==> src/hdl/pfse_pkg.sv <==
`timescale 1ns / 1ps

package pfse_pkg;

	localparam int DEFAULT_POINTER_WIDTH = 64;
	localparam int DEFAULT_COUNT_WIDTH   = 32;
	localparam int QUEUE_DEPTH           = 2;

	localparam int FMT_W   = 8;
	localparam int ARG_W   = 64;
	localparam int CHARS_W = 32;
	localparam int WORD_W  = 32;

	// Octal of a 32-bit word is the longest non-pointer digit string.
	localparam int MIN_DIGITS = 11;

	// floor(n / 10) == (n * DEC_RECIP) >> DEC_SHIFT for any 32-bit n
	localparam logic [WORD_W-1:0] DEC_RECIP = 32'hCCCC_CCCD;
	localparam int                DEC_SHIFT = 35;

	localparam logic [7:0] CHAR_PCT   = 8'h25;
	localparam logic [7:0] CHAR_MINUS = 8'h2D;
	localparam logic [7:0] CHAR_ZERO  = 8'h30;
	localparam logic [7:0] CHAR_X     = 8'h78;
	localparam logic [7:0] CHAR_UA    = 8'h41;
	localparam logic [7:0] CHAR_LA    = 8'h61;

	localparam logic [7:0] CONV_D = 8'h64;
	localparam logic [7:0] CONV_U = 8'h75;
	localparam logic [7:0] CONV_O = 8'h6F;
	localparam logic [7:0] CONV_X = 8'h78;
	localparam logic [7:0] CONV_P = 8'h70;
	localparam logic [7:0] CONV_C = 8'h63;

	typedef enum logic [1:0] {
		RDX_DEC = 2'd0,
		RDX_OCT = 2'd1,
		RDX_HEX = 2'd2
	} radix_t;

	// One request from front to back: up to two literal characters, then an
	// optional number. End requests carry the done flag; bare ones emit no char.
	typedef struct packed {
		logic [1:0] pre_len;
		logic [7:0] pre_a;
		logic [7:0] pre_b;
		logic       num_en;
		radix_t     radix;
		logic       lower;
		logic       is_end;
		logic       bare;
	} pfse_cmd_t;

	function automatic logic [7:0] digit_ascii(input logic [3:0] d, input logic lower);
		logic [7:0] base;
		base = lower ? CHAR_LA : CHAR_UA;
		if (d < 4'd10) begin
			return CHAR_ZERO + {4'b0, d};
		end
		return base + {4'b0, d} - 8'd10;
	endfunction

endpackage

==> src/hdl/pfse_front.sv <==
`timescale 1ns / 1ps

module pfse_front import pfse_pkg::*; #(
	parameter int POINTER_WIDTH = DEFAULT_POINTER_WIDTH
) (
	input  logic                     clk,
	input  logic                     arst_n,
	input  logic                     in_valid,
	output logic                     in_ready,
	input  logic [FMT_W-1:0]         fmt_char,
	input  logic [ARG_W-1:0]         arg_value,
	input  logic                     end_of_format,
	input  logic                     q_full,
	output logic                     push,
	output pfse_cmd_t                push_cmd,
	output logic [POINTER_WIDTH-1:0] push_val
);

	logic              pending_q;
	logic              accept;
	logic              emits;
	logic [WORD_W-1:0] word;
	logic [WORD_W-1:0] mag;

	assign in_ready = !q_full;
	assign accept   = in_valid && in_ready;
	assign word     = arg_value[WORD_W-1:0];
	assign mag      = ~word + 1'b1;

	always_comb begin
		push_cmd = '0;
		push_val = '0;
		emits    = 1'b1;
		if (end_of_format) begin
			push_cmd.is_end = 1'b1;
			if (pending_q) begin
				push_cmd.pre_len = 2'd1;
				push_cmd.pre_a   = CHAR_PCT;
			end else begin
				push_cmd.bare = 1'b1;
			end
		end else if (pending_q) begin
			unique case (fmt_char)
				CONV_D: begin
					push_cmd.num_en = 1'b1;
					push_cmd.radix  = RDX_DEC;
					if (word[WORD_W-1]) begin
						push_cmd.pre_len = 2'd1;
						push_cmd.pre_a   = CHAR_MINUS;
						push_val         = POINTER_WIDTH'(mag);
					end else begin
						push_val = POINTER_WIDTH'(word);
					end
				end
				CONV_U: begin
					push_cmd.num_en = 1'b1;
					push_cmd.radix  = RDX_DEC;
					push_val        = POINTER_WIDTH'(word);
				end
				CONV_O: begin
					push_cmd.num_en = 1'b1;
					push_cmd.radix  = RDX_OCT;
					push_val        = POINTER_WIDTH'(word);
				end
				CONV_X: begin
					push_cmd.num_en = 1'b1;
					push_cmd.radix  = RDX_HEX;
					push_val        = POINTER_WIDTH'(word);
				end
				CONV_P: begin
					push_cmd.pre_len = 2'd2;
					push_cmd.pre_a   = CHAR_ZERO;
					push_cmd.pre_b   = CHAR_X;
					push_cmd.num_en  = 1'b1;
					push_cmd.radix   = RDX_HEX;
					push_cmd.lower   = 1'b1;
					push_val         = arg_value[POINTER_WIDTH-1:0];
				end
				CONV_C: begin
					push_cmd.pre_len = 2'd1;
					push_cmd.pre_a   = arg_value[7:0];
				end
				CHAR_PCT: begin
					push_cmd.pre_len = 2'd1;
					push_cmd.pre_a   = CHAR_PCT;
				end
				default: begin
					// unknown conversion: echo the percent and the byte
					push_cmd.pre_len = 2'd2;
					push_cmd.pre_a   = CHAR_PCT;
					push_cmd.pre_b   = fmt_char;
				end
			endcase
		end else if (fmt_char == CHAR_PCT) begin
			emits = 1'b0;
		end else begin
			push_cmd.pre_len = 2'd1;
			push_cmd.pre_a   = fmt_char;
		end
	end

	assign push = accept && emits;

	always_ff @(posedge clk or negedge arst_n) begin
		if (!arst_n) begin
			pending_q <= 1'b0;
		end else if (accept) begin
			pending_q <= !end_of_format && !pending_q && (fmt_char == CHAR_PCT);
		end
	end

endmodule

==> src/hdl/pfse_queue.sv <==
`timescale 1ns / 1ps

module pfse_queue import pfse_pkg::*; #(
	parameter int WIDTH = 8,
	parameter int DEPTH = QUEUE_DEPTH
) (
	input  logic             clk,
	input  logic             arst_n,
	input  logic             push,
	input  logic [WIDTH-1:0] wdata,
	output logic             full,
	input  logic             pop,
	output logic             rvalid,
	output logic [WIDTH-1:0] rdata
);

	localparam int PTR_W = (DEPTH > 1) ? $clog2(DEPTH) : 1;
	localparam int CNT_W = $clog2(DEPTH + 1);

	logic [WIDTH-1:0] mem_q [DEPTH];
	logic [PTR_W-1:0] wr_ptr_q;
	logic [PTR_W-1:0] rd_ptr_q;
	logic [CNT_W-1:0] count_q;
	logic             do_push;
	logic             do_pop;

	assign full    = (count_q == CNT_W'(DEPTH));
	assign rvalid  = (count_q != '0);
	assign rdata   = mem_q[rd_ptr_q];
	assign do_push = push && !full;
	assign do_pop  = pop && rvalid;

	always_ff @(posedge clk) begin
		if (do_push) begin
			mem_q[wr_ptr_q] <= wdata;
		end
	end

	always_ff @(posedge clk or negedge arst_n) begin
		if (!arst_n) begin
			wr_ptr_q <= '0;
			rd_ptr_q <= '0;
			count_q  <= '0;
		end else begin
			if (do_push) begin
				wr_ptr_q <= (wr_ptr_q == PTR_W'(DEPTH - 1)) ? '0 : wr_ptr_q + 1'b1;
			end
			if (do_pop) begin
				rd_ptr_q <= (rd_ptr_q == PTR_W'(DEPTH - 1)) ? '0 : rd_ptr_q + 1'b1;
			end
			if (do_push && !do_pop) begin
				count_q <= count_q + 1'b1;
			end else if (do_pop && !do_push) begin
				count_q <= count_q - 1'b1;
			end
		end
	end

endmodule

==> src/hdl/pfse_back.sv <==
`timescale 1ns / 1ps

module pfse_back import pfse_pkg::*; #(
	parameter int POINTER_WIDTH = DEFAULT_POINTER_WIDTH,
	parameter int COUNT_WIDTH   = DEFAULT_COUNT_WIDTH
) (
	input  logic                     clk,
	input  logic                     arst_n,
	input  logic                     q_valid,
	input  pfse_cmd_t                q_cmd,
	input  logic [POINTER_WIDTH-1:0] q_val,
	output logic                     pop,
	output logic                     out_valid,
	input  logic                     out_ready,
	output logic [7:0]               out_char,
	output logic                     char_valid,
	output logic                     run_last,
	output logic [CHARS_W-1:0]       chars_written,
	output logic                     format_done
);

	localparam int HEX_DIGITS = (POINTER_WIDTH + 3) / 4;
	localparam int DIG_DEPTH  = (HEX_DIGITS > MIN_DIGITS) ? HEX_DIGITS : MIN_DIGITS;
	localparam int IDX_W      = $clog2(DIG_DEPTH);
	localparam int CNT_W      = $clog2(DIG_DEPTH + 1);
	localparam int QUOT_W     = 2 * WORD_W - DEC_SHIFT;

	typedef enum logic [5:0] {
		ST_IDLE = 6'b000001,
		ST_PRE  = 6'b000010,
		ST_CONV = 6'b000100,
		ST_DIV  = 6'b001000,
		ST_EMIT = 6'b010000,
		ST_BARE = 6'b100000
	} state_t;

	state_t                   state_q;
	pfse_cmd_t                cmd_q;
	logic [POINTER_WIDTH-1:0] val_q;
	logic                     pre_idx_q;
	logic [CNT_W-1:0]         dig_cnt_q;
	logic [3:0]               dig_q [DIG_DEPTH];
	logic [2*WORD_W-1:0]      prod_q;
	logic [COUNT_WIDTH-1:0]   total_q;

	logic                     out_valid_q;
	logic [7:0]               out_char_q;
	logic                     char_valid_q;
	logic                     run_last_q;
	logic [CHARS_W-1:0]       chars_q;
	logic                     done_q;

	logic                     slot_free;
	logic                     pre_last;
	logic [IDX_W-1:0]         rd_idx;
	logic [IDX_W-1:0]         wr_idx;
	logic                     emit;
	logic [7:0]               emit_char;
	logic                     emit_cv;
	logic                     emit_last;
	logic                     emit_done;
	logic [COUNT_WIDTH-1:0]   total_inc;
	logic [COUNT_WIDTH-1:0]   count_next;
	logic [2*WORD_W-1:0]      prod_d;
	logic [QUOT_W-1:0]        quot;
	logic [WORD_W-1:0]        quot_x10;
	logic [WORD_W-1:0]        rem;
	logic [POINTER_WIDTH-1:0] shifted;
	logic [3:0]               low_digit;

	assign slot_free = !out_valid_q || out_ready;
	assign pre_last  = (pre_idx_q == (cmd_q.pre_len == 2'd2));
	assign rd_idx    = IDX_W'(dig_cnt_q - 1'b1);
	assign wr_idx    = dig_cnt_q[IDX_W-1:0];
	assign pop       = (state_q == ST_IDLE) && q_valid;

	// Decimal digit: multiply by the reciprocal, then take back the quotient.
	assign prod_d   = val_q[WORD_W-1:0] * DEC_RECIP;
	assign quot     = prod_q[2*WORD_W-1:DEC_SHIFT];
	assign quot_x10 = WORD_W'({quot, 3'b000}) + WORD_W'({quot, 1'b0});
	assign rem      = val_q[WORD_W-1:0] - quot_x10;

	assign shifted   = (cmd_q.radix == RDX_OCT) ? (val_q >> 3) : (val_q >> 4);
	assign low_digit = (cmd_q.radix == RDX_OCT) ? {1'b0, val_q[2:0]} : val_q[3:0];

	assign total_inc  = (total_q == '1) ? total_q : total_q + 1'b1;
	assign count_next = emit_cv ? total_inc : total_q;

	always_comb begin
		emit      = 1'b0;
		emit_char = '0;
		emit_cv   = 1'b1;
		emit_last = 1'b0;
		unique case (state_q)
			ST_PRE: begin
				emit      = slot_free;
				emit_char = pre_idx_q ? cmd_q.pre_b : cmd_q.pre_a;
				emit_last = pre_last && !cmd_q.num_en;
			end
			ST_EMIT: begin
				emit      = slot_free;
				emit_char = digit_ascii(dig_q[rd_idx], cmd_q.lower);
				emit_last = (dig_cnt_q == CNT_W'(1));
			end
			ST_BARE: begin
				emit      = slot_free;
				emit_cv   = 1'b0;
				emit_last = 1'b1;
			end
			default: begin
			end
		endcase
		emit_done = cmd_q.is_end && emit_last;
	end

	always_ff @(posedge clk) begin
		if (state_q == ST_IDLE && q_valid) begin
			cmd_q <= q_cmd;
			val_q <= q_val;
		end else if (state_q == ST_CONV && cmd_q.radix != RDX_DEC) begin
			val_q <= shifted;
		end else if (state_q == ST_DIV) begin
			val_q <= POINTER_WIDTH'(quot);
		end
		if (state_q == ST_CONV) begin
			prod_q <= prod_d;
			if (cmd_q.radix != RDX_DEC) begin
				dig_q[wr_idx] <= low_digit;
			end
		end else if (state_q == ST_DIV) begin
			dig_q[wr_idx] <= rem[3:0];
		end
		if (emit) begin
			out_char_q   <= emit_char;
			char_valid_q <= emit_cv;
			run_last_q   <= emit_last;
			chars_q      <= CHARS_W'(count_next);
			done_q       <= emit_done;
		end
	end

	always_ff @(posedge clk or negedge arst_n) begin
		if (!arst_n) begin
			state_q     <= ST_IDLE;
			pre_idx_q   <= 1'b0;
			dig_cnt_q   <= '0;
			total_q     <= '0;
			out_valid_q <= 1'b0;
		end else begin
			if (emit) begin
				out_valid_q <= 1'b1;
				total_q     <= emit_done ? '0 : count_next;
			end else if (out_ready) begin
				out_valid_q <= 1'b0;
			end
			unique case (state_q)
				ST_IDLE: begin
					pre_idx_q <= 1'b0;
					dig_cnt_q <= '0;
					if (q_valid) begin
						if (q_cmd.bare) begin
							state_q <= ST_BARE;
						end else if (q_cmd.pre_len != 2'd0) begin
							state_q <= ST_PRE;
						end else begin
							state_q <= ST_CONV;
						end
					end
				end
				ST_PRE: begin
					if (emit) begin
						if (pre_last) begin
							state_q <= cmd_q.num_en ? ST_CONV : ST_IDLE;
						end else begin
							pre_idx_q <= 1'b1;
						end
					end
				end
				ST_CONV: begin
					if (cmd_q.radix == RDX_DEC) begin
						state_q <= ST_DIV;
					end else begin
						dig_cnt_q <= dig_cnt_q + 1'b1;
						if (shifted == '0) begin
							state_q <= ST_EMIT;
						end
					end
				end
				ST_DIV: begin
					dig_cnt_q <= dig_cnt_q + 1'b1;
					state_q   <= (quot == '0) ? ST_EMIT : ST_CONV;
				end
				ST_EMIT: begin
					if (emit) begin
						dig_cnt_q <= dig_cnt_q - 1'b1;
						if (emit_last) begin
							state_q <= ST_IDLE;
						end
					end
				end
				ST_BARE: begin
					if (emit) begin
						state_q <= ST_IDLE;
					end
				end
				default: begin
					state_q <= ST_IDLE;
				end
			endcase
		end
	end

	assign out_valid     = out_valid_q;
	assign out_char      = out_char_q;
	assign char_valid    = char_valid_q;
	assign run_last      = run_last_q;
	assign chars_written = chars_q;
	assign format_done   = done_q;

`ifndef SYNTH
	a_done_is_last: assert property (@(posedge clk) disable iff (!arst_n)
		out_valid_q && done_q |-> run_last_q)
		else $error("format_done without run_last");

	a_bare_is_done: assert property (@(posedge clk) disable iff (!arst_n)
		out_valid_q && !char_valid_q |-> done_q)
		else $error("bare result outside an end request");

	a_count_clears: assert property (@(posedge clk) disable iff (!arst_n)
		emit && emit_done |=> total_q == '0)
		else $error("character count not cleared after end");

	a_digits_bounded: assert property (@(posedge clk) disable iff (!arst_n)
		(state_q == ST_EMIT) |-> (dig_cnt_q != '0) && (dig_cnt_q <= CNT_W'(DIG_DEPTH)))
		else $error("digit buffer count out of range");
`endif

endmodule

==> src/hdl/printf_format_stream_engine_top.sv <==
`timescale 1ns / 1ps

// Streaming printf-style formatter. Feed one format byte per request on the
// input channel together with the argument that byte may consume; ASCII
// characters come out one per request on the output channel. Plain bytes are
// copied through. A '%' emits nothing by itself and waits for the next byte,
// which picks the conversion: d (signed 32-bit decimal), u (unsigned decimal),
// o (octal), x (uppercase hex), p ("0x" plus lowercase hex of POINTER_WIDTH
// bits), c (low byte of the argument), % (a literal '%'); anything else comes
// out as '%' followed by that byte. A request with end_of_format set closes the
// string: a dangling '%' is flushed, otherwise a single bare result with
// char_valid low is sent, and either way the last result carries format_done
// and the final count. run_last marks the last result of each input request,
// and chars_written is the running count, saturating at 2^COUNT_WIDTH-1, reset
// to zero after each end request. Timing: the front end takes one request per
// cycle while its two-entry queue has room; the back end fetches a request
// only when idle, emits its literal characters, and for numbers peels off
// hex or octal digits by shifting or decimal digits by a reciprocal multiply
// and a remainder step, then emits the digits most significant first. Each
// emit waits while the output register is full and not taken. The decimal
// digit loop runs through the 32x32 multiplier, and every character leaves
// through the single output register.
module printf_format_stream_engine_top import pfse_pkg::*; #(
	parameter int POINTER_WIDTH = DEFAULT_POINTER_WIDTH,
	parameter int COUNT_WIDTH   = DEFAULT_COUNT_WIDTH
) (
	input  logic               clk,
	input  logic               arst_n,
	input  logic               in_valid,
	output logic               in_ready,
	input  logic [FMT_W-1:0]   fmt_char,
	input  logic [ARG_W-1:0]   arg_value,
	input  logic               end_of_format,
	output logic               out_valid,
	input  logic               out_ready,
	output logic [7:0]         out_char,
	output logic               char_valid,
	output logic               run_last,
	output logic [CHARS_W-1:0] chars_written,
	output logic               format_done
);

	localparam int CMD_W = $bits(pfse_cmd_t);
	localparam int QW    = CMD_W + POINTER_WIDTH;

	logic                     q_full;
	logic                     push;
	pfse_cmd_t                push_cmd;
	logic [POINTER_WIDTH-1:0] push_val;
	logic                     q_valid;
	logic [QW-1:0]            q_rdata;
	logic                     pop;

	// Front end: tracks the pending percent and turns each byte into a request.
	pfse_front #(
		.POINTER_WIDTH(POINTER_WIDTH)
	) u_front (
		.clk          (clk),
		.arst_n       (arst_n),
		.in_valid     (in_valid),
		.in_ready     (in_ready),
		.fmt_char     (fmt_char),
		.arg_value    (arg_value),
		.end_of_format(end_of_format),
		.q_full       (q_full),
		.push         (push),
		.push_cmd     (push_cmd),
		.push_val     (push_val)
	);

	// Short queue decouples byte intake from character generation.
	pfse_queue #(
		.WIDTH(QW),
		.DEPTH(QUEUE_DEPTH)
	) u_queue (
		.clk   (clk),
		.arst_n(arst_n),
		.push  (push),
		.wdata ({push_val, push_cmd}),
		.full  (q_full),
		.pop   (pop),
		.rvalid(q_valid),
		.rdata (q_rdata)
	);

	// Back end: emits literals, converts numbers and keeps the running count.
	pfse_back #(
		.POINTER_WIDTH(POINTER_WIDTH),
		.COUNT_WIDTH  (COUNT_WIDTH)
	) u_back (
		.clk          (clk),
		.arst_n       (arst_n),
		.q_valid      (q_valid),
		.q_cmd        (pfse_cmd_t'(q_rdata[CMD_W-1:0])),
		.q_val        (q_rdata[QW-1:CMD_W]),
		.pop          (pop),
		.out_valid    (out_valid),
		.out_ready    (out_ready),
		.out_char     (out_char),
		.char_valid   (char_valid),
		.run_last     (run_last),
		.chars_written(chars_written),
		.format_done  (format_done)
	);

endmodule

==> config.mk <==
export PLATFORM = sky130hd
export DESIGN_NAME = printf_format_stream_engine_top
export DESIGN_NICKNAME = d
export VERILOG_FILES = /design/src/hdl/pfse_pkg.sv /design/src/hdl/pfse_front.sv /design/src/hdl/pfse_queue.sv /design/src/hdl/pfse_back.sv /design/src/hdl/printf_format_stream_engine_top.sv
export SDC_FILE = /design/constraint.sdc
export NUM_CORES = 2
export LEC_CHECK = 0
export ABC_AREA = 0
export BUFFER_PORTS_ARGS = -buffer_cell sky130_fd_sc_hd__buf_4
export CAP_MARGIN = 20
export CELL_PAD_IN_SITES_DETAIL_PLACEMENT = 1
export CELL_PAD_IN_SITES_GLOBAL_PLACEMENT = 1
export CORE_UTILIZATION = 48
export CTS_BUF_LIST = sky130_fd_sc_hd__clkbuf_8
export CTS_CLUSTER_SIZE = 14
export DETAILED_ROUTE_END_ITERATION = 8
export PLACE_DENSITY = 0.85
export SLEW_MARGIN = 30
export SYNTH_ARGS = -nofsm -noshare
export SYNTH_HDL_FRONTEND = slang
export SYNTH_SLANG_ARGS = --single-unit
==> constraint.sdc <==
create_clock -name clk -period 6.5 [get_ports clk]
set_clock_uncertainty 0.05 [all_clocks]
set_input_delay 1.3 -clock clk [delete_from_list [all_inputs] [get_ports clk]]
set_output_delay 1.3 -clock clk [all_outputs]
set_load 0.03 [all_outputs]
# Word level (Yosys, flattened, before mapping)

Memories as Yosys holds them, arrays and structs flattened.
Cells that the tools add are included.

Logic and storage cells: 181
Memories: 2
Memory bits (read-only): 0
RAM bits: 240
Register bits: 244
Bits of input ports: 77
Bits in latches: 0

Memories:

| name          | words | width | rd ports | clocked after memory_dff | wr ports | RTL line         | text |
|---|---|---|---|---|---|---|---|
| u_queue.mem_q | 2     | 88    | 1        | 0                        | 1        | pfse_queue.sv:20 | `logic [WIDTH-1:0] mem_q [DEPTH];` |
| u_back.dig_q  | 16    | 4     | 1        | 0                        | 1        | pfse_back.sv:42  | `logic [3:0] dig_q [DIG_DEPTH];` |

Divide/modulo/power cells: 0
Reductions and logical operators: 39
$mul: 1
Shift-type cells: 0
Bitwise operators: 2
Equal/unequal tests: 28
Mux-type cells: 72
Add/sub/neg operators: 13
Magnitude comparators: 1

Operator list:

| cell                                                | count |
|---|---|
| two-way mux 64 bit                                  | 5 |
| case mux 64 bit (3 select lines)                    | 1 |
| two-way mux 32 bit                                  | 4 |
| adder 32 x 1 -> 32 bit, second input constant       | 2 |
| logical NOT 64 bit                                  | 1 |
| multiplier 32 x 32 -> 64 bit, second input constant | 1 |
| two-way mux 61 bit                                  | 1 |
| two-way mux 6 bit                                   | 10 |
| case mux 10 bit (5 select lines)                    | 1 |
| == test 8 x 7 -> 1 bit, second input constant       | 6 |
| case mux 6 bit (6 select lines)                     | 1 |
| == test 32 bit, second input constant               | 1 |
| inverter 32 bit                                     | 1 |
| case mux 8 bit (2 select lines)                     | 2 |
| logical NOT 29 bit                                  | 1 |
| two-way mux 9 bit                                   | 3 |
| two-way mux 12 bit                                  | 2 |
| two-way mux 8 bit                                   | 3 |
| two-way mux 1 bit                                   | 23 |
| two-way mux 10 bit                                  | 2 |
| case mux 5 bit (4 select lines)                     | 1 |
| two-way mux 5 bit                                   | 3 |
| logical AND 1 bit                                   | 12 |
| != test 2 x 1 -> 1 bit, second input constant       | 6 |
| 42 further kinds                                    | 63 |

# Longest topological paths before layout

Depth after elaboration: 10
Depth in mapped cells: 25

# By module

Synthesis repeated with hierarchy kept, for this count alone.

Cells, all modules: 3477
Area total of the unflattened synthesis: 38400.6 um2

By module, submodules not included:

| module     | sequential area each (um2) | cells an instance | times used | area each (um2) |
|---|---|---|---|---|
| pfse_back  | 7823.8                     | 2857              | 1          | 29811.1 |
| pfse_queue | 5385.2                     | 293               | 1          | 6580.1 |
| pfse_front | 25.0                       | 327               | 1          | 2009.4 |

# Worst setup path before layout

OpenSTA, ideal clock, no wires.

Path kind: register -> register
From: reg u_back.val_q[18]
To: reg u_back.prod_q[58], data pin
Period minus slack after synthesis: 7.012 ns
Setup time: 0.135 ns
Arrival: 6.826 ns
Setup slack: -0.512 ns
Required time: 6.315 ns
Stages on the path, launching flop included: 25
Path through: edfxtp_1 -> ha_1 -> inv_1 -> fa_1 -> inv_1 -> fa_1 -> inv_1 -> fa_1 -> inv_1 -> fa_1 -> fa_1 -> fa_1 -> inv_1 -> fa_1 -> inv_1 -> ha_1 -> a211oi_1 -> o21ai_0 -> a211oi_1 -> a31oi_1 -> and2_1 -> nor3_1 -> o22ai_1 -> or4b_1 -> nand3_1

Longest elaborated chain between the ends: 1

RTL lines:

| element                      | RTL line         | text |
|---|---|---|
| from (decl)                  | pfse_back.sv:39  | `logic [POINTER_WIDTH-1:0] val_q;` |
| from (signal assigned)       | pfse_back.sv:119 | `val_q <= q_val;` |
| from (signal assigned)       | pfse_back.sv:121 | `val_q <= shifted;` |
| from (signal assigned)       | pfse_back.sv:123 | `val_q <= POINTER_WIDTH'(quot);` |
| multiplier 32 x 32 -> 64 bit | pfse_back.sv:78  | `assign prod_d = val_q[WORD_W-1:0] * DEC_RECIP;` |
| via u_back.prod_d[58]        | pfse_back.sv:64  | `logic [2*WORD_W-1:0] prod_d;` |
| to (signal assigned)         | pfse_back.sv:126 | `prod_q <= prod_d;` |
| to (decl)                    | pfse_back.sv:43  | `logic [2*WORD_W-1:0] prod_q;` |

The timed path passes the listed nets, and every way through them passes these cells.
A chain may end at the register's enable or synchronous reset.

# Worst setup path in the final report

From: reg u_back.val_q[9]
To: reg u_back.prod_q[53], data pin

Same word-level chain as after synthesis.

==> results.sh <==
export IMPL_failed_checks="max-capacitance violations, max-slew violations, negative setup slack"
export IMPL_r2r_cells=22
export IMPL_ctsHoldBuffers=0
export IMPL_core_area_um2=76300
export IMPL_ys_ff_latch=449
export IMPL_setup_violations=29
export IMPL_min_period_ns=8.01
export IMPL_numCtsBuffers=71
export IMPL_die_h_um=280
export IMPL_ant_nets=0
export IMPL_cpMaxStageDelayCell="edfxtp_1"
export IMPL_routed_via_density=6.39
export IMPL_yosysSeqAreaShare_pct=35.5
export IMPL_cts_htree_levels=3
export IMPL_maxCapViolCount=2
export IMPL_place_congestion=1.00
export IMPL_fin_util_pct=60.4
export IMPL_worstMarginPinSlew_ns=2.00
export IMPL_cp_common_cell="fa_1"
export IMPL_placed_cell_area_um2=42500
export IMPL_setup_ws_ns=-1.51
export IMPL_avgSynthCellArea_um2=11.4
export IMPL_wl_mm=162
export IMPL_cts_tree="yes"
export IMPL_grt_pass1_vias=33900
export IMPL_clock_path_buffers=3
export IMPL_rr_startpoint="u_back.val_q[9]$_DFFE_PP_"
export IMPL_initial_utilization_pct=48.8
export IMPL_path_class="register to register"
export IMPL_grt_usage_pct=36.6
export IMPL_status="finished with violations"
export IMPL_path_clk_slew_ns=0.09
export IMPL_min_from="u_back.total_q[26]$_DFFE_PN0P_"
export IMPL_clock_sinks=449
export IMPL_synth_flop_cell="edfxtp_1"
export IMPL_overflow=0
export IMPL_synth_top_cell_by_area="edfxtp_1"
export IMPL_cpPeakStageDelay_ns=0.71
export IMPL_synth_area_leaders="edfxtp_1 32%, fa_1 21%, ha_1 12%"
export IMPL_drive_gt1_share_pct=26.4
export IMPL_ys_types=74
export IMPL_syn_area_um2=37200
export IMPL_dpl_hpwl_mm=103
export IMPL_critPathMaxFanout=4
export IMPL_antenna_found_initial=12
export IMPL_path_cells="ha_4 -> xor2_4 -> ha_2 -> fa_1 -> inv_1 -> fa_1 -> inv_1 -> fa_1 -> fa_1 -> fa_1 -> fa_1 -> ha_4 -> buf_4 -> a21oi_1 -> o21ai_1 -> and3_4 -> a211oi_4 -> o221a_4 -> a21oi_4 -> a21boi_2 -> o21bai_1 -> xor2_1"
export IMPL_die_area_um2=78700
export IMPL_finalNonFillerCells=4901
export IMPL_vias=31300
export IMPL_rsz0062_at_grt="yes"
export IMPL_fin_nets=4643
export IMPL_dieWidth_um=280
export IMPL_synthesis_nets=4081
export IMPL_drt_iter0_markers=3370
export IMPL_drc_errors=0
export IMPL_crit_start="u_back.val_q[9]$_DFFE_PP_"
export IMPL_cp_arrival_ns=8.39
export IMPL_port_buffers=121
export IMPL_ys_warn_count=0
export IMPL_netlist_instances=3257
export IMPL_crit_required_ns=6.88
export IMPL_async_reset_ff_share_pct=11.1
export IMPL_row_count=101
export IMPL_synth_edff_count=399
export IMPL_dp_cells=4707
export IMPL_synth_top_area_share_pct=32.2
export IMPL_fin_area_um2=46100
export IMPL_mostFrequentLayoutCells="556 x buf_4, 549 x inv_1, 399 x edfxtp_1"
export IMPL_finalMaxSlewViolations=4
export IMPL_maxSlewHeadroom_pct=-35.1
export IMPL_finalCritPeriodShare_pct=123
export IMPL_wire_per_inst_um=33.0
export IMPL_crit_path_start_kind="register"
export IMPL_hold_viol=0
export IMPL_io_pins=122
export IMPL_max_freq_mhz=125
export IMPL_drtPass1Iterations=6
export IMPL_clock_latency_ns=0.67
export IMPL_crit_path_end_kind="register"
export IMPL_reg2reg_slack_ns=-1.51
export IMPL_cts_root_buf="clkbuf_8"
export IMPL_grt_pass1_wl_mm=211
export IMPL_grt_max_degree=98
export IMPL_holdPathStages=1
export IMPL_final_common_cell="buf_4"
export IMPL_hold_path_class="register to register"
export IMPL_syn_to_final_growth_pct=23.9
==> per-stage QoR <==
stage	hold slack, ns	worst slack, ns	setup TNS [ns]
6_report	0.461	-1.51	-33.87
5_1_grt	0.485	-1.47	-33.92
4_1_cts	0.450	-0.502	-9.96
3_5_place_dp	0.438	-0.816	-18.02
3_3_place_gp	0.402	-0.591	-11.27
2_1_floorplan	0.382	-0.149	-0.938
==> path summary, 6_finish.rpt <==
| path | to |
|---|---|
| worst max-delay path | u_back.prod_q[53]$_DFFE_PN_ |
| worst min-delay path | u_back.total_q[26]$_DFFE_PN0P_ |
| worst max register to register | u_back.prod_q[53]$_DFFE_PN_ |
| worst min register to register | u_back.total_q[26]$_DFFE_PN0P_ |
| max in group asynchronous | u_queue.rd_ptr_q$_DFFE_PN0P_ |
| min in group asynchronous | u_back.dig_cnt_q[3]$_DFFE_PN0P_ |
==> registers in the layout, indices dropped and copies added, names as in the netlist <==
signal	cells
u_back.char_valid	1
u_back.chars_written	32
u_back.cmd_q	23
u_back.dig_cnt_q	5
u_back.dig_q	64
u_back.format_done	1
u_back.out_char	8
u_back.out_valid	1
u_back.pre_idx_q	1
u_back.prod_q	29
u_back.run_last	1
u_back.state_q	6
u_back.total_q	32
u_back.val_q	64
u_front.pending_q	1
u_queue.count_q	2
u_queue.mem_q	176
u_queue.rd_ptr_q	1
u_queue.wr_ptr_q	1
==> metal layers <==
metal / routed length, um / up-vias / part of all wire [%] / track usage, %
li1: - / 12300 / - / -
met4: 16400 / 20 / 10 / 26.0
met1: 52300 / 15700 / 32 / 39.7
met3: 16800 / 1023 / 10 / 8.29
met5: 185 / - / 0.11 / 0
met2: 76000 / 2264 / 47 / 63.0
==> synth_stat cells, types with 19 or more instances <==
| cell type | n |
|---|---|
| a21oi_1 | 123 |
| and3_1 | 25 |
| nor2_1 | 115 |
| ha_1 | 360 |
| dfrtp_1 | 49 |
| xnor2_1 | 59 |
| fa_1 | 387 |
| o21ai_0 | 121 |
| o22ai_1 | 44 |
| nand2_1 | 173 |
| nor3_1 | 21 |
| clkbuf_1 | 93 |
| mux2_2 | 26 |
| mux2i_1 | 128 |
| nand3_1 | 51 |
| xor2_1 | 58 |
| mux4_2 | 19 |
| and2_1 | 55 |
| a21o_1 | 43 |
| o211ai_1 | 40 |
| o31ai_1 | 24 |
| inv_1 | 563 |
| nand4_1 | 22 |
| edfxtp_1 | 399 |
| nor4_1 | 30 |
==> area by class of cell <==
| cell class | count | area, um^2 |
|---|---|---|
| Antenna cell | 4 | 10.0 |
| Clock buffer | 77 | 1060 |
| Clock inverter | 44 | 337 |
| Fill cell | 7836 | 30200 |
| Inverter | 564 | 2130 |
| Multi-Input combinational cell | 2134 | 23300 |
| Sequential cell | 449 | 13200 |
| Tap cell | 1030 | 1290 |
| Timing Repair Buffer | 599 | 4740 |
==> what timing repair did <==
action / 4_1_cts / 5_1_grt
setup buffers: 40 / 37
gates resized for setup: 193 / 132
endpoints found under the setup margin: 29 / 29
endpoints found under the hold margin: 0 / 0
pin swaps: 78 / 81
==> kinds of logic after synthesis <==
| family | synth area share, % |
|---|---|
| AOI/OAI and AO/OA | 8.54 |
| xor gates and xnor gates | 2.75 |
| adders and majority gates | 32.9 |
| buffers and inverters | 6.81 |
| DFF | 35.5 |
| muxes | 5.38 |
| and+or+nand+nor | 8.06 |
==> worst max-delay path, delay by kind of cell, from the launching register on <==
family | cells | cell delay, ns
and+or+nand+nor | 1 | 0.23
buffers and inverters | 3 | 0.36
xor gates and xnor gates | 2 | 0.53
AOI/OAI and AO/OA | 7 | 1.82
adders and majority gates | 9 | 4.05
DFF | 1 | 0.71
Power is left out: the tool's default activity adds up to more than one toggle a clock period on the data nets, which glitch-free logic cannot reach.
